--- config.mk ---
export PLATFORM = sky130hd
export DESIGN_NAME = mlp_ram
export DESIGN_NICKNAME = d
export VERILOG_FILES = /design/src/sv/mlp_ram.sv
export SDC_FILE = /design/constraint.sdc
export NUM_CORES = 1
export LEC_CHECK = 0
export BUFFER_PORTS_ARGS = -buffer_cell sky130_fd_sc_hd__buf_4
export CORE_MARGIN = 3
export CORE_UTILIZATION = 43
export DETAILED_ROUTE_END_ITERATION = 10
export PLACE_DENSITY_LB_ADDON = 0.08
export SYNTH_ARGS = -nofsm -noshare
export SYNTH_HDL_FRONTEND = slang
export SYNTH_SLANG_ARGS = --single-unit
--- constraint.sdc ---
create_clock -name clk -period 2.53 [get_ports clk]
set_clock_uncertainty 0.2 [all_clocks]
set_input_delay 0.1265 -clock clk [delete_from_list [all_inputs] [get_ports clk]]
set_output_delay 0.1265 -clock clk [all_outputs]
set_load 0.05 [all_outputs]
--- src/sv/mlp_ram.sv ---
// Simple dual-port synchronous RAM with a registered read.
module mlp_ram #(
	parameter int W  = 8,
	parameter int D  = 16,
	parameter int AW = $clog2(D)
) (
	input  logic          clk,
	input  logic          we,
	input  logic [AW-1:0] waddr,
	input  logic [W-1:0]  wdata,
	input  logic [AW-1:0] raddr,
	output logic [W-1:0]  rdata
);

	logic [W-1:0] mem [D];

	always_ff @(posedge clk) begin
		if (we) begin
			mem[waddr] <= wdata;
		end
		rdata <= mem[raddr];
	end

endmodule

Word-level counts from Yosys, hierarchy flattened
Memory sizes are Yosys's and may differ from the RTL's. A register that Yosys moved wholly into a read port is not among the register bits.
Index checks and enable logic that the tools add are counted.
- register bits: 0
- bits in latches: 0
- bits in writable memories: 128
- memory bits (read-only): 0
- memories kept: 1
- add/subtract/negate cells: 0
- multiply operators: 0
- divide/modulo/power cells: 0
- magnitude comparators: 0
- equality and inequality tests: 0
- shift operators: 0
- muxes and demuxes: 2
- bitwise gates (word level): 0
- reduce and logical (&&, ||, !) cells: 0
- memory list (memory ; depth ; width ; read ports ; clocked after memory_dff ; wr ports ; line ; source):
    mem ; 16 ; 8 ; 1 ; 1 ; 1 ; 15 ; logic [W-1:0] mem [D];
- operators with widths (kind ; number):
    1-bit two-way mux ; 2

Logic depth before layout (Yosys ltp)
Gate-level depths: netlist of run 1.
- word-level depth: 2
- gate-level depth with buffers: 5
- gate-level depth less buffers: 3

Worst setup path after synthesis of run 1
No wires, ideal clock.
- path kind: input-to-reg
- from: in waddr[2]
- to: mem mem[0][0] (enable)
- library setup time: 0.383 ns
- data arrival time: 1.236 ns
- data required time: 1.947 ns
- setup slack: 0.711 ns
- cell stages on the path: 2
- path through: or3b_2 > nor3_1
- RTL lines (what ; line ; source):
    start: declaration ; 9 ; input logic [AW-1:0] waddr,
    end: declaration ; 15 ;
No word-level cell before the write port.

==> results.toml, run 1 <==
[outcome]
status = "complete, no violations"

[critical_path]
arrival_ps = 1660
slowest_stage = "mux4_2"
worstSetupEndpointType = "flip-flop"
cpPeakStageDelay_ps = 470
cp-start-kind = "flip-flop"
path_class = "flip-flop to flip-flop"
worst-path-max-fanout = 1
worstPathRequired_ps = 2600
path_cells = "mux4_2 -> a22oi_1 -> nand2_1"

[detailed_routing]
drt-met1-wl_mm = 4.61
dr.max_layer_used = "met4"
postRouteWirelength_mm = 10.1
ant_nets = 0
wl_per_cell_um = 22.5
wl_met2_mm = 4.84
vias_per_cell = 5.47
met3_length_um = 459
drtIter0Drc = 177
vias = 2439
first_pass_iters = 4
drc = 0

[power]
netSwitchingPower_mw = 1.05
leakage_nw = 2.12
clkPwrFrac_pct = 44.4
irDropWorstVdd_mv = 0.491
combPwrFrac_pct = 6.0
pwr_density_cell_nw_per_um2 = 824
swShare_pct = 20.5
p_int_mw = 4.07
pwr-share-seq_pct = 49.5
p_total_mw = 5.12

[timing]
drv_slew = 0
setup_viol = 0
fin_crit_sh_pct = 62.6
fin_crit_ps = 1580
rsz0062_at_grt = "no"
hold_viol = 0
relSlewSlack_pct = 42.9
max_slew.worst_pin.slew_ps = 855
max_freq_mhz = 631
timing.setup.tns_ps = 0

[clock_tree]
clockBufferDepth = 2
clock-root-buffer = "clkbuf_16"
hold_buffers = 8
cts_tree = "done"
postCtsSetupRepairBufs = 0
cts-buffers-inserted = 17
h-tree-depth = 4
clock_latency_ps = 420
ctsResizeCount = 0
clk_pin_slew_ps = 50
clock-sinks = 136

[die]
design.die.area_um2 = 13300
die_y_um = 115
die_w_um = 115
core_um2 = 11600
ios = 26
rows = 39
initial_core_util_pct = 44.5

[logic_synthesis]
netlist.area_leader.share_pct = 74.7
yosysWarnings = 0
syn_area_um2 = 5150
synthDistinctLibCells = 19
synth.area.top_cells = "edfxtp_1 (75%), mux4_2 (7.9%), mux4_1 (7.1%), dfxtp_1 (3.1%), a22oi_1 (2.3%)"
yosys-top-cells-count = "edfxtp_1 (128), mux4_2 (18), a22oi_1 (16)"
seq_area_frac_synth_pct = 77.8
ys_ff_latch = 136
avgSynthCellArea_um2 = 22.5
synth_edf_count = 128
synth-async-reset-ratio_pct = 0
yosys.area.top_type = "edfxtp_1"
syn_inst = 229
yosysMostFrequentCell = "edfxtp_1"
synth_flop_cell = "edfxtp_1"
synth_fp_nets = 247

[placed_design]
numPlacedInstances = 406
place_congestion = 0.687
io_buffers = 25
hpwl_mm = 6.26

[global_route]
grt_pass1_wl_mm = 15.7
grt_pass1_vias = 2664
grt_overflow = 0
grt_max_degree = 33
antenna_found_initial = 0
grtUsageTotal_pct = 17.0

[job]
drv_cap = 0

[finish]
diodes = 0
finalNonFillerCells = 446
synthToLayoutAreaGrowth_pct = 20.6
drive_gt1_share_pct = 29.4
fillCellCount = 906
nNetsFinal = 308

[hold_path]
hold_class = "primary input to flip-flop"
-- layer usage --
| layer | track usage (%) | vias to the layer above |
|---|---|---|
| met5 | 0 | - |
| met4 | 6.81 | 0 |
| met3 | 5.59 | 11 |
| met2 | 26.0 | 65 |
| met1 | 22.7 | 1264 |
| li1 | - | 1099 |
-- final timing paths --
| path | start | endpoint | slack, ps | cells after the start |
|---|---|---|---|---|
| setup / recovery | mem[11][7] | rdata[7] | 950 | 3 |
| hold / removal | waddr[0] | mem[8][1] | 30 | 3 |
| setup reg to reg | mem[11][7] | rdata[7] | 950 | 3 |
| hold reg to reg | mem[15][1] | rdata[1] | 470 | 3 |
-- through the flow --
stage          hold slack (ps)  area [um2]  worst slack, ps  utilization, %
2_1_floorplan             25.4        5150              711               -
3_3_place_gp               239        5580              537            48.3
3_5_place_dp               244        5580              522            48.3
4_1_cts                   11.0        6210              917            53.7
5_1_grt                   36.6        6210              864            53.7
6_report                  30.7        6210              945            53.7
-- registers in the layout, indices dropped and copies added (netlist names) --
name and cells:
mem 128, rdata 8
-- cell type report --
type                       count  area [um2]  area share [%]
clock buffer                  20         437            7.03
clock inverter                12         109            1.75
multi-input combinational     83        1060            17.0
sequential                   136        4000            64.5
tap                          143         179            2.88
timing repair buffer          52         423            6.81
-- logic make-up (layout without fill, tap and decap cells) --
group	Yosys count	in the layout	share of synthesized area, %
flops	136	136	77.8
buf+inv	10	84	1.68
mux	32	32	15.0
compound gates	16	16	2.33
simple gates	35	35	3.18
-- cells in the final DEF (no fill, tap or decap), types with 2 or more instances in the layout --
| cell | count |
|---|---|
| mux4_2 | 18 |
| nand3b_1 | 2 |
| bufinv_16 | 2 |
| clkbuf_1 | 3 |
| buf_4 | 43 |
| nor3_1 | 4 |
| edfxtp_1 | 128 |
| clkinv_2 | 6 |
| nor2_1 | 13 |
| dlygate4sd3_1 | 8 |
| nand2b_1 | 2 |
| nand2_1 | 9 |
| a22oi_1 | 16 |
| clkbuf_16 | 17 |
| clkinv_1 | 3 |
| dfxtp_1 | 8 |
| mux4_1 | 14 |
-- critical path: cells and delay by family, from the launching register on --
| kind | cells | cell delay, ps |
|---|---|---|
| DFF | 1 | 370 |
| AOI/OAI and AO/OA | 1 | 250 |
| and+or+nand+nor | 1 | 150 |
| muxes | 1 | 470 |
-- power by group through the flow --
| stage | Combinational (mW) | Sequential [mW] | Clock, mW |
|---|---|---|---|
| 5_1_grt | 0.332 | 2.54 | 2.44 |
| 3_3_place_gp | 0.302 | 2.58 | 0 |
| 3_5_place_dp | 0.304 | 2.58 | 0 |
| 4_1_cts | 0.314 | 2.53 | 2.32 |
| 2_1_floorplan | 0.128 | 2.63 | 0 |
| 6_report | 0.308 | 2.53 | 2.27 |
Power figures use the tool's default switching activity.
==> run 2: changes to the inputs <==
--- a/config.mk
+++ b/config.mk
@@ -5,6 +5,7 @@
 export SDC_FILE = /design/constraint.sdc
 export NUM_CORES = 1
 export LEC_CHECK = 0
+export ABC_AREA = 1
 export BUFFER_PORTS_ARGS = -buffer_cell sky130_fd_sc_hd__buf_4
 export CORE_MARGIN = 3
 export CORE_UTILIZATION = 43
==> constraint.sdc (replaced) <==
create_clock -name clk -period 1.57 [get_ports clk]
set_clock_uncertainty 0.2 [all_clocks]
set_input_delay 0.0785 -clock clk [delete_from_list [all_inputs] [get_ports clk]]
set_output_delay 0.0785 -clock clk [all_outputs]
set_load 0.05 [all_outputs]
==> run 2 against run 1 <==
Worst setup slack got worse by 700 ps. Core utilization up 0.75 points. Sequential power up 62%. First-iteration DRC count grew 68%. Routed wire length up 26%. Sequential cell count is the same. Die area grew 11%. Via count increased by 56%. Highest routed layer unchanged. Clock power grew 88%. Power rose by 75%. Hold slack gained 14 ps. Critical endpoint is now rdata[2].
==> results.toml, run 2 <==
[finish]
reg.largest.list = "mem: 128 flops, rdata: 8 flops"
final_cell_mix = "nand2_1 (173), edfxtp_1 (128), inv_1 (100), nand3_1 (97), buf_4 (44)"
drive_gt1_share_pct = 13.1
regMostFlops = "mem"
fillCellCount = 1135
largest_register_ffs = 128
final_common_cell = "nand2_1"
synthToLayoutAreaGrowth_pct = 21.5
diodes = 0
nNetsFinal = 624

[die]
design.die.area_um2 = 14800
initial_core_util_pct = 44.8
die_y_um = 122
die_w_um = 122
rows = 41
core_um2 = 12900
ios = 26

[critical_path]
worstSetupEndpointType = "output port"
path_cells = "buf_4"
slowest_stage = "dfxtp_1"
r2r_cells = 6
worstPathRequired_ps = 1290
cp.depth = 1
path_delay_family = "flip-flops"
cp-start-kind = "flip-flop"
path_class = "flip-flop to output port"
crit_buf_inv = 1
arrival_ps = 1040
worst-path-max-fanout = 1
cpPeakStageDelay_ps = 400

[detailed_routing]
vias_per_cell = 4.81
vias = 3806
wl_per_cell_um = 16.0
drtIter0Drc = 298
first_pass_iters = 4
postRouteWirelength_mm = 12.7
drc = 0
ant_nets = 0

[timing]
max_freq_mhz = 756
fin_crit_ps = 1320
worst_slack_ps = 247
hold_viol = 0
rsz0062_at_grt = "no"
timing.setup.tns_ps = 0
setup_viol = 0
fin_crit_sh_pct = 84.3
relSlewSlack_pct = 79.4
drv_slew = 0
max_slew.worst_pin.slew_ps = 308

[logic_synthesis]
syn_inst = 551
seq_area_frac_synth_pct = 69.4
synth-async-reset-ratio_pct = 0
synth_fp_nets = 569
synthDistinctLibCells = 12
synth.area.top_cells = "edfxtp_1 (67%), nand2_1 (11%), nand3_1 (8.4%), inv_1 (6.5%), dfxtp_1 (2.8%)"
synth_edf_count = 128
yosysMostFrequentCell = "nand2_1"
yosys.area.top_type = "edfxtp_1"
yosys-top-cells-count = "nand2_1 (173), edfxtp_1 (128), inv_1 (100)"
netlist.area_leader.share_pct = 66.7
syn_area_um2 = 5770
ys_ff_latch = 136
yosysWarnings = 0
avgSynthCellArea_um2 = 10.5
synth_flop_cell = "edfxtp_1"

[global_route]
top_usage_layer = "met2"
antenna_found_initial = 0
grt_pass1_wl_mm = 20.3
grtUsageMet3_pct = 4.74
use_met2_pct = 28.2
grtUsageTotal_pct = 18.7
grt_max_degree = 65
grt_pass1_vias = 3643
grt_overflow = 0
gr-usage-met1_pct = 26.2

[power]
p_int_mw = 7.13
irDropWorstVdd_mv = 0.809
pwr-share-seq_pct = 45.6
netSwitchingPower_mw = 1.84
leakage_nw = 3.05
clkPwrFrac_pct = 47.5
swShare_pct = 20.6
pwr_density_cell_nw_per_um2 = 1280
combPwrFrac_pct = 7.0

[placed_design]
io_buffers = 25
hpwl_mm = 7.66
place_congestion = 0.762
post-place-ws_ps = 226

[hold_path]
whs_path_depth = 6
hold_class = "primary input to flip-flop"

[outcome]
status = "complete, no violations"

[clock_tree]
cts_tree = "done"
cts-buffers-inserted = 17
clock-sinks = 136
clock_latency_ps = 420
clockBufferDepth = 2
postCtsSetupRepairBufs = 0
clk_pin_slew_ps = 50
h-tree-depth = 4
clock-root-buffer = "clkbuf_16"

[job]
drv_cap = 0
## run 2: changes by cell type after synthesis, sizes merged, moves of 16 or more
cell / delta
nand2: +164
inv: +102
nand3: +96
mux4: -32
buf: +17
a22oi: -16
## run 2: worst paths after layout
kind / slack (ps) / end / startpoint
hold reg to reg: 460 / rdata[2] / mem[6][2]
setup reg to reg: 410 / rdata[7] / mem[1][7]
hold / removal: 40 / rdata[2] / raddr[1]
setup / recovery: 250 / rdata[2] / rdata[2]
## run 2: kinds of logic (layout without fill, tap and decap cells)
logic type,count (synthesis),after routing,share of synthesized area (%)
buf+inv,126,194,9.52
simple gates,289,289,21.0
flops,136,136,69.4
## run 2: layer usage
layer / wire length, um / share of wire, %
met5: 0 / 0
met3: 576 / 4.5
met2: 5930 / 47
met1: 5950 / 47
met4: 213 / 1.7
## run 2: power by group through the flow
stage | Clock (mW) | Sequential (mW) | Combinational [mW]
finish | 4.26 | 4.09 | 0.626
global placement | 0 | 4.16 | 0.611
global route | 4.49 | 4.09 | 0.695
CTS | 4.31 | 4.09 | 0.636
detailed placement | 0 | 4.16 | 0.613
floorplan | 0 | 4.24 | 0.286
## run 2: what timing repair did
action,CTS,global route
resized for setup,0,0
setup endpoints to repair,0,0
hold buffers,10,0
endpoints found under the hold margin,136,0
## run 2: per-stage QoR
stage	instance area, um2	hold slack [ps]	instances	util [%]	total power, mW
after global routing	7010	92.9	791	54.4	9.28
after detailed placement	6270	219	749	48.7	4.77
after global placement	6270	206	749	48.7	4.77
final	7010	44.4	791	54.4	8.97
after floorplan	5770	-22.6	551	-	4.52
after CTS	7010	41.5	791	54.4	9.03
## run 2: area by class of cell
class / count / area, um2 / share of cell area (%)
repair buffers: 60 / 551 / 7.85
clock buffers: 24 / 502 / 7.16
clock inverters: 8 / 141 / 2.02
multi-input cells: 289 / 1210 / 17.3
flip-flops and latches: 136 / 4000 / 57.1
well taps: 172 / 215 / 3.07
inverters: 102 / 383 / 5.46
