--- src/sv/mlp_pkg.sv ---
// Shared types and constants of the min-max linear partition block.
package mlp_pkg;

	typedef enum logic [2:0] {
		ST_IDLE,
		ST_ROW,
		ST_LOOP,
		ST_DRAIN,
		ST_BT,
		ST_BT_WAIT,
		ST_EMIT
	} state_t;

	localparam logic       REG_NUM_STAGES   = 1'b0;
	localparam logic [4:0] NUM_STAGES_RESET = 5'd1;

endpackage

--- src/sv/mlp_cfg.sv ---
// APB register file holding the stage count.
module mlp_cfg (
	input  logic        clk,
	input  logic        arst_n,
	input  logic        psel,
	input  logic        penable,
	input  logic        pwrite,
	input  logic [2:0]  paddr,
	input  logic [31:0] pwdata,
	output logic [31:0] prdata,
	output logic        pready,
	output logic [4:0]  num_stages
);
	import mlp_pkg::*;

	logic [4:0] num_stages_q;

	always_ff @(posedge clk or negedge arst_n) begin
		if (!arst_n) begin
			num_stages_q <= NUM_STAGES_RESET;
		end else if (psel && penable && pwrite && paddr[2] == REG_NUM_STAGES) begin
			num_stages_q <= pwdata[4:0];
		end
	end

	assign pready     = 1'b1;
	assign prdata     = (paddr[2] == REG_NUM_STAGES) ? {27'd0, num_stages_q} : 32'd0;
	assign num_stages = num_stages_q;

endmodule

--- config.mk ---
export PLATFORM = sky130hd
export DESIGN_NAME = mlp_cfg
export DESIGN_NICKNAME = d
export VERILOG_FILES = /design/src/sv/mlp_pkg.sv /design/src/sv/mlp_cfg.sv
export SDC_FILE = /design/constraint.sdc
export NUM_CORES = 1
export LEC_CHECK = 0
export ABC_AREA = 1
export BUFFER_PORTS_ARGS = -buffer_cell sky130_fd_sc_hd__buf_2
export CORE_MARGIN = 4
export CORE_UTILIZATION = 24
export CTS_CLUSTER_SIZE = 10
export DETAILED_ROUTE_END_ITERATION = 12
export PLACE_DENSITY = 0.73
export SLEW_MARGIN = 10
export SYNTH_ARGS = -nofsm -noshare
export SYNTH_HDL_FRONTEND = slang
export SYNTH_SLANG_ARGS = --single-unit
export TNS_END_PERCENT = 30
--- constraint.sdc ---
create_clock -name clk -period 0.8 [get_ports clk]
set_input_delay 0.16 -clock clk [delete_from_list [all_inputs] [get_ports clk]]
set_output_delay 0.16 -clock clk [all_outputs]
set_load 0.02 [all_outputs]
Word-level counts from Yosys, hierarchy flattened --
Cells that the tools add are included.
Cells by class: muxes and demuxes 1, bitwise gates (word level) 1, reduce and logical (&&, ||, !) cells 3
Operators by type and width (number):
- 5-bit two-way mux | 1
- 1-bit logical AND | 3
- 1-bit NOT | 1
Storage, ports and cells: register bits after elaboration 5, input port bits 40, output and inout port bits 38, logic and storage cells 6

Longest topological paths before layout --
Gate-level depths: netlist (run 1).
depth after elaboration 3, mapped depth 5, gate-level depth less buffers 5

Worst setup path before layout (run 1) --
OpenSTA, ideal clock, no wires.
kind reg-to-output, start register num_stages_q[0] (netlist: num_stages[0]), end output port prdata[0], data arrival time 910 ps, data required time 640 ps, setup slack -270 ps, stages on the path, launching flop included 3, buffers on the path 0, path through dfstp_2 > inv_1 > nor2_1
Between the ends: word-level cells in the longest chain between the ends 1
RTL lines:
- start: declaration | line mlp_cfg.sv:16 | logic [4:0] num_stages_q;
- start signal: assignment | line mlp_cfg.sv:22 | num_stages_q <= pwdata[4:0];
- 5-bit two-way mux | line mlp_cfg.sv:27 | assign prdata = (paddr[2] == REG_NUM_STAGES) ? {27'd0, num_stages_q} : 32'd0;
- end: declaration | line mlp_cfg.sv:10 | output logic [31:0] prdata,
No other way between the ends.

Final worst setup path (run 1) --
Ends and elaborated chain as after synthesis.

==> results of run 1 <==
synth_stat cells, drive strengths merged:
master	count	area, µm²
buf	28	210
nand2	12	52.6
inv	7	26.3
nor2	6	30.0
nand3	5	25.0
dfrtp	4	100
conb	2	7.51
dfstp	1	26.3
final timing paths:
path / to / slack [ns] / depth (start not counted)
min in group asynchronous: num_stages[1] / 0.27 / 2
max in group asynchronous: num_stages[0] / 0.32 / 2
setup / recovery: prdata[0] / -0.37 / 3
hold reg to reg: num_stages[4] / 0.50 / 2
hold / removal: num_stages[0] / 0.13 / 3
setup reg to reg: num_stages[0] / -0.08 / 4
cells by family after synthesis:
| logic type | after synthesis |
|---|---|
| buf+inv | 35 |
| other cells | 2 |
| simple gates | 23 |
| flops | 5 |
layout make-up:
type                    count  area, µm²  area share, %
clock buffers               4       26.3           4.49
flip-flops and latches      5        126           21.6
inverters                   7       26.3           4.49
repair buffers             24        155           26.5
well taps                  25       31.3           5.34
multi-input cells          51        220           37.6
power groups by stage:
stage,sequential [W],combinational [W],clock [W]
6_report,0.000346,0.000511,0.000294
5_1_grt,0.000354,0.000555,0.000319
4_1_cts,0.000349,0.000483,0.000302
2_1_floorplan,0.000405,0.000344,0
3_5_place_dp,0.000352,0.000428,0
3_3_place_gp,0.000348,0.000425,0
cell usage in the layout, fill, tap and decap left out, types with 2 or more instances in the layout:
| cell | n |
|---|---|
| dfrtp_1 | 4 |
| clkbuf_4 | 3 |
| nor2_4 | 2 |
| inv_1 | 6 |
| conb_1 | 28 |
| buf_4 | 7 |
| buf_6 | 2 |
| buf_2 | 14 |
| nand2_1 | 11 |
| nor2_1 | 4 |
| nand3_1 | 5 |
what timing repair did:
item | CTS | global route
buffers inserted | 2 | 1
hold endpoints to repair | 5 | 0
hold buffers | 1 | 0
pin swaps | 1 | 1
endpoints found under the setup margin | 10 | 11
resized for setup | 7 | 2
through the flow:
stage | util (%) | total power [W] | std cells | cell area (µm²) | hold WS, ns
after global placement | 28.0 | 0.000773 | 108 | 504 | -0.0281
final | 32.5 | 0.00115 | 116 | 586 | 0.135
after CTS | 31.7 | 0.00113 | 115 | 572 | 0.132
after global routing | 32.5 | 0.00123 | 116 | 586 | 0.131
after floorplan | - | 0.000749 | 91 | 583 | -0.136
after detailed placement | 28.0 | 0.000780 | 108 | 504 | -0.0225
routing by layer:
layer | GRT usage (%) | part of all wire (%)
met3 | 2.85 | 17
met4 | 3.83 | 2.0
met2 | 11.0 | 48
met1 | 8.12 | 33
met5 | 0 | 0
critical path, cell delays in order (launching register included):
cell and delay (ns):
dfstp_2 0.53, inv_2 0.05, nor2_4 0.07, buf_6 0.12
==> metrics.md, run 1 <==
| Metric | Value |
|---|---|
| Total clock buffers created by CTS | 3 |
| Final-stage net count | 132 |
| Sequential power share | 30.0% |
| Xor and xnor fraction of the mapped netlist area | 0% |
| Synth cell types | 10 |
| Via count | 373 |
| GPL Wtd Cong | 0.692 |
| CTS tree | built |
| TNS Setup | -2.44 ns |
| Synth Area per Inst | 7.35 µm² |
| Status | finished with violations |
| Power Internal | 0.000670 W |
| H-tree depth | 1 |
| Hold Crit Start | pwdata[0] |
| Min cycle time layout | 1.17 ns |
| Largest family of logic cells by synthesized area | buffers and inverters |
| Max-cap violation count | 0 |
| Final setup fails | 11 |
| Clock share of power | 25.6% |
| Clock skew | 0 ns |
| IR drop worst, VDD | 836 µV |
| Critical path class | flop to primary output |
| FILL cells | 208 |
| Max clock buf depth | 2 |
| DR DRC count | 0 |
| Post-Synthesis Cells | 65 |
| CP Max Fanout | 2 |
| Mapped Area | 478 µm² |
| Total congestion overflow | 0 |
| Switch share | 41.8% |
| Remaining antenna violation count | 0 |
| RSZ-0062 raised after global routing | true |
| Critical path launch point | num_stages[0] |
| WL/cell | 8.65 µm |
| Mux contribution to synthesized area | 0% |
| Number of global-route vias before repair | 321 |
| Post-Route WL | 1000 µm |
| Initial core utilization | 26.5% |
| Fmax | 857 MHz |
| Vias per inst | 3.22 |
| CP startpoint kind | flop |
| Final setup margin | -0.366 ns |
| NetSw | 0.000481 W |
| Max reg flops | 5 |
| Ports | 78 |
| Clk_lat worst skew | 0.24 ns |
| Clock sink count | 5 |
| Synth Area in Compound Gates | 0% |
| Final hold vios | 0 |
| CP Capture Type | primary output |
| LEAKAGE | 0.374 nW |
| Maximum number of pins on one net before global-route repair | 7 |
| Simple-gate share of the synthesized area | 22.5% |
| Final period util | 146% |
| Share of layout cells above drive strength 1 | 34.1% |
| CORE AREA | 1800 µm² |
| Area of the die | 2770 µm² |
| Area growth syn-to-layout | 22.5% |
| Critical R2R Launch | num_stages[0] |
| Ant diodes | 0 |
| PortBufs | 20 |
| Drt initial violations | 2 |
| Clk pin slew, worst setup/hold paths | 0.04 ns |
| Setup Slack @ Placement | -0.169 ns |
| Synth Warn # | 0 |
| First-pass GRT wire length | 1400 µm |
| Adder-cell share of the synthesized area | 0% |
| Failing checks | negative setup slack |
| Synthesized flop and latch total | 5 |
| Slew Viols, Final | 0 |
| Power Dens Cells | 1970 nW/µm² |
| Die width | 52.6 µm |
| Total track usage | 7.05% |
| Comb power frac | 44.4% |
| Register area share after synthesis | 26.4% |
| Hold Crit Class | input pin to flop |
| Crit path required time | 0.64 ns |
| Initial antenna violation count | 0 |
| Std cell rows | 15 |
| CP Data Arrival Time | 1.01 ns |
| Height of the die | 52.6 µm |
| Root cell of the clock tree | clkbuf_4 |
| 1st-pass router iterations | 2 |
Note: power is estimated with default switching activity, not from simulation.
==> run 2, diff against run 1 <==
--- a/config.mk
+++ b/config.mk
@@ -8,10 +8,11 @@
 export ABC_AREA = 1
 export BUFFER_PORTS_ARGS = -buffer_cell sky130_fd_sc_hd__buf_2
 export CORE_MARGIN = 4
-export CORE_UTILIZATION = 24
+export CORE_UTILIZATION = 25
+export CTS_BUF_LIST = sky130_fd_sc_hd__clkbuf_4 sky130_fd_sc_hd__clkbuf_8
 export CTS_CLUSTER_SIZE = 10
 export DETAILED_ROUTE_END_ITERATION = 12
-export PLACE_DENSITY = 0.73
+export PLACE_DENSITY = 0.76
 export SLEW_MARGIN = 10
 export SYNTH_ARGS = -nofsm -noshare
 export SYNTH_HDL_FRONTEND = slang
==> run 2 against run 1 <==
- the flow still finishes with violations (negative setup slack)
- wire length decreased by 5.2%
- clock skew did not move
- critical path depth unchanged
- clock-buffer cell count unchanged
- sequential share of layout area decreased by 0.14 points
- sequential cell count unchanged
- die area fell by 3.4%
- critical endpoint unchanged
- largest cell class unchanged
- largest power group unchanged
==> metrics.md, run 2 (synthesis gave the netlist of run 1 again) <==
| Metric | Value |
|---|---|
| Number of global-route vias before repair | 341 (+6.2%) |
| LEAKAGE | 0.378 nW (+0.91%) |
| DP HPWL | 834 µm |
| Min cycle time layout | 1.18 ns (+0.0108 ns) |
| Final hold vios | 0 (unchanged) |
| Power Internal | 0.000704 W (+5.1%) |
| CTS tree | built |
| Power Dens Cells | 2000 nW/µm² (+1.8%) |
| IR drop worst, VDD | 518 µV (-38%) |
| Leading cell types in the layout, fill and taps excluded | 28 x conb_1, 14 x buf_2, 11 x nand2_1 |
| Final period util | 147% (+1.3 points) |
| Final-stage net count | 132 (unchanged) |
| Switch share | 40.4% (-1.4 points) |
| Setup Slack @ Placement | -0.165 ns (+0.00348 ns) |
| Maximum number of pins on one net before global-route repair | 7 (unchanged) |
| Status | finished with violations |
| Failing checks | negative setup slack |
| Ports | 78 (unchanged) |
| Max reg flops | 5 (unchanged) |
| Slew Viols, Final | 0 (unchanged) |
| Vias per inst | 3.31 (+2.9%) |
| Max clock buf depth | 2 (unchanged) |
| Total track usage | 7.40% (+0.35 points) |
| Height of the die | 51.7 µm (-1.7%) |
| Area growth syn-to-layout | 23.3% |
| Comb power frac | 43.0% (-1.4 points) |
| RSZ-0062 raised after global routing | true |
| Post-Route WL | 951 µm (-5.2%) |
| Clock skew | 0 ns (unchanged) |
| Reg area | 126 µm² (unchanged) |
| Clock share of power | 27.7% (+2.1 points) |
| 1st-pass router iterations | 2 (unchanged) |
| Hold Crit Class | input pin to flop |
| Clock sink count | 5 (unchanged) |
| Drt initial violations | 3 (+1) |
| Area of the die | 2680 µm² (-3.4%) |
| CP Data Arrival Time | 1.02 ns (about the same) |
| Initial antenna violation count | 0 (unchanged) |
| Commonest non-fill, non-tap cell in the layout | conb_1 |
| Sequential power share | 29.3% (-0.7 points) |
| WL/cell | 8.20 µm (-5.2%) |
| Critical path class | flop to primary output |
| DR DRC count | 0 (unchanged) |
| Final setup margin | -0.377 ns (-0.0108 ns) |
| Final setup fails | 10 (-1) |
| H-tree depth | 1 (unchanged) |
| Root cell of the clock tree | clkbuf_4 |
| Total clock buffers created by CTS | 3 (unchanged) |
| Remaining antenna violation count | 0 (unchanged) |
| CP Max Fanout | 3 (+1) |
| Total congestion overflow | 0 (unchanged) |
| Clk_lat worst skew | 0.25 ns (about the same) |
| Fmax | 849 MHz (-0.92%) |
| Crit path required time | 0.64 ns (about the same) |
| PortBufs | 20 (unchanged) |
| Max-cap violation count | 0 (unchanged) |
| Std cell rows | 15 (unchanged) |
| GPL Wtd Cong | 0.669 (-3.3%) |
| CORE AREA | 1760 µm² (-2.1%) |
| Share of layout cells above drive strength 1 | 35.2% (+1.1 points) |
| CP startpoint kind | flop |
| Ant diodes | 0 (unchanged) |
| CP Capture Type | primary output |
| WHS | 0.143 ns (+0.00780 ns) |
| First-pass GRT wire length | 1350 µm (-3.9%) |
| Clk pin slew, worst setup/hold paths | 0.04 ns (about the same) |
| Die width | 51.7 µm (-1.7%) |
| FILL cells | 200 (-3.8%) |
| NetSw | 0.000476 W (-1.0%) |
| Via count | 384 (+2.9%) |
| Initial core utilization | 27.1% (+0.56 points) |
| Area of the multi-input gates | 220 µm² (unchanged) |
-- run 2: power groups by stage --
stage	logic, W	clock network [W]	registers [W]
after global placement	0.000420	0	0.000347
after global routing	0.000548	0.000352	0.000352
after CTS	0.000471	0.000334	0.000348
final	0.000507	0.000327	0.000346
after detailed placement	0.000428	0	0.000351
after floorplan	0.000344	0	0.000405
-- run 2: timing repair --
item,4_1_cts,5_1_grt
gates resized for setup,7,2
hold endpoints to repair,5,0
pin swaps,1,1
setup buffers,1,2
setup endpoints to repair,10,10
hold buffers,1,0
-- run 2: critical path, stage by stage, from the launching register on --
cell and delay, ns:
dfstp_2 0.54, inv_2 0.04, nor2_4 0.07, buf_6 0.12
-- run 2: per-stage QoR --
step | instance area (µm²) | std cells | total power, W | TNS, ns | util [%]
6_report | 589 | 116 | 0.00118 | -2.38 | 33.4
5_1_grt | 589 | 116 | 0.00125 | -2.79 | 33.4
4_1_cts | 568 | 114 | 0.00115 | -2.40 | 32.2
3_5_place_dp | 504 | 108 | 0.000779 | -0.338 | 28.6
3_3_place_gp | 504 | 108 | 0.000767 | -0.228 | 28.6
2_1_floorplan | 583 | 91 | 0.000749 | -0.754 | -
-- run 2: path summary, 6_finish.rpt --
path                                from  cells past startpoint  slack, ns             to
setup / recovery           num_stages[0]                      3      -0.38      prdata[0]
hold / removal                 pwdata[0]                      3       0.14  num_stages[0]
setup reg to reg           num_stages[3]                      3       0.04  num_stages[3]
hold reg to reg            num_stages[0]                      2       0.48  num_stages[0]
max in group asynchronous         arst_n                      2       0.34  num_stages[0]
min in group asynchronous         arst_n                      2       0.26  num_stages[1]
-- run 2: area by class of cell --
class | instances | area share (%)
Multi-Input combinational cell | 51 | 37.4
Timing Repair Buffer | 24 | 26.3
Sequential cell | 5 | 21.4
Tap cell | 25 | 5.31
Clock buffer | 4 | 5.10
Inverter | 7 | 4.46
-- run 2: per-layer routing --
metal	vias to the layer above	GRT usage, %	wire length [µm]
met5	-	0	0
met3	3	3.15	147
met1	159	6.48	316
li1	188	-	-
met2	34	12.1	458
met4	0	7.86	29
==> run 3, diff against run 2 <==
--- a/config.mk
+++ b/config.mk
@@ -6,14 +6,14 @@
 export NUM_CORES = 1
 export LEC_CHECK = 0
 export ABC_AREA = 1
-export BUFFER_PORTS_ARGS = -buffer_cell sky130_fd_sc_hd__buf_2
+export BUFFER_PORTS_ARGS = -buffer_cell sky130_fd_sc_hd__buf_4
 export CORE_MARGIN = 4
 export CORE_UTILIZATION = 25
 export CTS_BUF_LIST = sky130_fd_sc_hd__clkbuf_4 sky130_fd_sc_hd__clkbuf_8
 export CTS_CLUSTER_SIZE = 10
 export DETAILED_ROUTE_END_ITERATION = 12
 export PLACE_DENSITY = 0.76
-export SLEW_MARGIN = 10
+export SLEW_MARGIN = 20
 export SYNTH_ARGS = -nofsm -noshare
 export SYNTH_HDL_FRONTEND = slang
 export SYNTH_SLANG_ARGS = --single-unit
==> run 3 against run 2 <==
- the run still ends with negative setup slack left
- non-clock buffer count decreased by 1
- sequential share of layout area decreased by 1.1 points
- fmax increased by 1.3%
- global-route usage decreased by 0.24 points
- clock-buffer cell count unchanged
- combinational power increased by 5.7%
- wire length decreased by 3.9%
- critical path depth unchanged
- cell count decreased by 0.86%
- core utilization increased by 1.8 points
- worst hold slack improved by 0.0081 ns
==> metrics.md, run 3 (synthesis gave the netlist of run 1 again) <==
| Metric | Value |
|---|---|
| Hold Path End | num_stages[2] |
| Final period util | 145% (-1.9 points) |
| Total track usage | 7.16% (-0.24 points) |
| Max clock buf depth | 2 (unchanged) |
| Clock share of power | 26.9% (-0.8 points) |
| CORE AREA | 1760 µm² (unchanged) |
| GPL Wtd Cong | 0.649 (-3.0%) |
| First-pass GRT wire length | 1340 µm (-0.52%) |
| Remaining antenna violation count | 0 (unchanged) |
| Slew Viols, Final | 0 (unchanged) |
| Area of the die | 2680 µm² (unchanged) |
| 1st-pass router iterations | 2 (unchanged) |
| Switch share | 39.2% (-1.2 points) |
| FF-to-FF path depth | 3 (unchanged) |
| CP startpoint kind | flop |
| Post-Route WL | 914 µm (-3.9%) |
| Final-stage net count | 131 (-0.76%) |
| Clk pin slew, worst setup/hold paths | 0.04 ns (about the same) |
| Final Util | 35.2% (+1.8 points) |
| Hold-critical path depth | 3 (unchanged) |
| Max-cap violation count | 0 (unchanged) |
| Ports | 78 (unchanged) |
| Final setup fails | 11 (+1) |
| Status | finished with violations |
| Slowest stage delay, CP | 0.53 ns (about the same) |
| Post-route cell area | 621 µm² (+5.3%) |
| Total clock buffers created by CTS | 3 (unchanged) |
| Total congestion overflow | 0 (unchanged) |
| Buf/Inv on CP | 2 (unchanged) |
| CP Capture Type | primary output |
| Number of global-route vias before repair | 313 (-8.2%) |
| Max reg flops | 5 (unchanged) |
| Crit path required time | 0.64 ns (about the same) |
| Hold Crit Start | pwdata[2] |
| Root cell of the clock tree | clkbuf_4 |
| LEAKAGE | 0.384 nW (+1.8%) |
| Via count | 373 (-2.9%) |
| Power Dens Cells | 1940 nW/µm² (-3.0%) |
| Critical R2R Launch | num_stages[0] |
| Clock sink count | 5 (unchanged) |
| Critical path class | flop to primary output |
| Reg2Reg Capture Point | num_stages[0] |
| Vias per inst | 3.24 (-2.0%) |
| Leading cell types in the layout, fill and taps excluded | 28 x conb_1, 19 x buf_4, 11 x nand2_1 |
| Reg area | 126 µm² (unchanged) |
| Hold Crit Class | input pin to flop |
| Area of the multi-input gates | 220 µm² (unchanged) |
| PortBufs | 20 (unchanged) |
| Maximum number of pins on one net before global-route repair | 7 (unchanged) |
| Fmax | 860 MHz (+1.3%) |
| NetSw | 0.000472 W (-0.86%) |
| Power Internal | 0.000733 W (+4.2%) |
| Crit-path leading delay family | flip-flops |
| WL/cell | 7.95 µm (-3.1%) |
| Clk_lat worst skew | 0.24 ns (about the same) |
| Commonest non-fill, non-tap cell in the layout | conb_1 |
| Drt initial violations | 4 (+1) |
| Area growth syn-to-layout | 29.8% |
| DP HPWL | 835 µm (+0.18%) |
| TNS Setup | -2.39 ns (-0.00975 ns) |
| RSZ-0062 raised after global routing | true |
| Comb power frac | 44.5% (+1.5 points) |
| Std cell rows | 15 (unchanged) |
| Share of layout cells above drive strength 1 | 34.4% (-0.72 points) |
| CP Max Fanout | 2 (-1) |
| Initial core utilization | 27.1% (unchanged) |
| Ant diodes | 0 (unchanged) |
| Sequential power share | 28.7% (-0.6 points) |
| Final setup margin | -0.362 ns (+0.0149 ns) |
| Final hold vios | 0 (unchanged) |
| Min cycle time layout | 1.16 ns (-0.0149 ns) |
| Reg-to-reg slack, setup | 0 ns (-0.04 ns) |
| CP Cell Sequence | inv_2, nor2_4, buf_6 |
| DR DRC count | 0 (unchanged) |
| Area after DPL | 562 µm² (+11%) |
| Die width | 51.7 µm (unchanged) |
| Clock skew | 0 ns (unchanged) |
| FILL cells | 202 (+1.0%) |
| Height of the die | 51.7 µm (unchanged) |
| CTS tree | built |
| Slowest CP cell | dfstp_2 |
| CP Data Arrival Time | 1.00 ns (-0.02 ns) |
| Failing checks | negative setup slack |
| IR drop worst, VDD | 507 µV (-2.2%) |
| Initial antenna violation count | 0 (unchanged) |
| H-tree depth | 1 (unchanged) |
==> run 3: cell count changes in the layout (fill, tap and decap cells not counted) <==
cell,before,now
buf_2,14,0
buf_4,7,19
buf_6,2,3
==> run 3: layout make-up <==
cell class	instances	area share, %
flip-flops and latches	5	20.4
clock buffers	4	4.84
well taps	25	5.04
inverters	7	4.23
repair buffers	23	30.0
multi-input cells	51	35.5
==> run 3: how the worst max path moves through the flow <==
stage / end / slack [ns] / start / depth (start not counted)
floorplan: prdata[0] / -0.16 / num_stages[0] / 2
global placement: prdata[0] / -0.12 / num_stages[0] / 3
detailed placement: prdata[0] / -0.14 / num_stages[0] / 3
CTS: prdata[0] / -0.39 / num_stages[0] / 3
global route: prdata[0] / -0.41 / num_stages[0] / 3
finish: prdata[0] / -0.36 / num_stages[0] / 3
==> run 3: power by group through the flow <==
stage | Sequential (W) | Combinational (W) | Clock [W]
after floorplan | 0.000405 | 0.000344 | 0
after global placement | 0.000347 | 0.000493 | 0
after detailed placement | 0.000351 | 0.000498 | 0
after CTS | 0.000350 | 0.000516 | 0.000336
after global routing | 0.000351 | 0.000581 | 0.000354
final | 0.000345 | 0.000536 | 0.000324
==> run 3: worst min-delay path: stages <==
cell	delay (ns)
buf_4	0.07
nand3_1	0.06
nand2_1	0.06
==> run 3: layer usage <==
layer,GRT usage [%],wire length (µm),up-vias
li1,-,-,188
met1,6.49,302,150
met2,11.0,437,33
met3,5.16,154,2
met4,5.24,20,0
met5,0,0,-
==> run 3: what timing repair did <==
action	CTS	global route
gates resized for setup	3	1
buffers inserted	0	1
setup endpoints to repair	10	11
hold endpoints to repair	5	0
hold buffers	1	0
==> run 3: per-stage QoR <==
stage                     std cells  hold WS, ns  worst slack, ns  total power, W
after floorplan                  91       -0.136           -0.155        0.000749
after global placement          109      -0.0399           -0.121        0.000840
after detailed placement        109      -0.0368           -0.144        0.000850
after CTS                       114        0.145           -0.385         0.00120
after global routing            115        0.161           -0.408         0.00129
final                           115        0.151           -0.362         0.00121
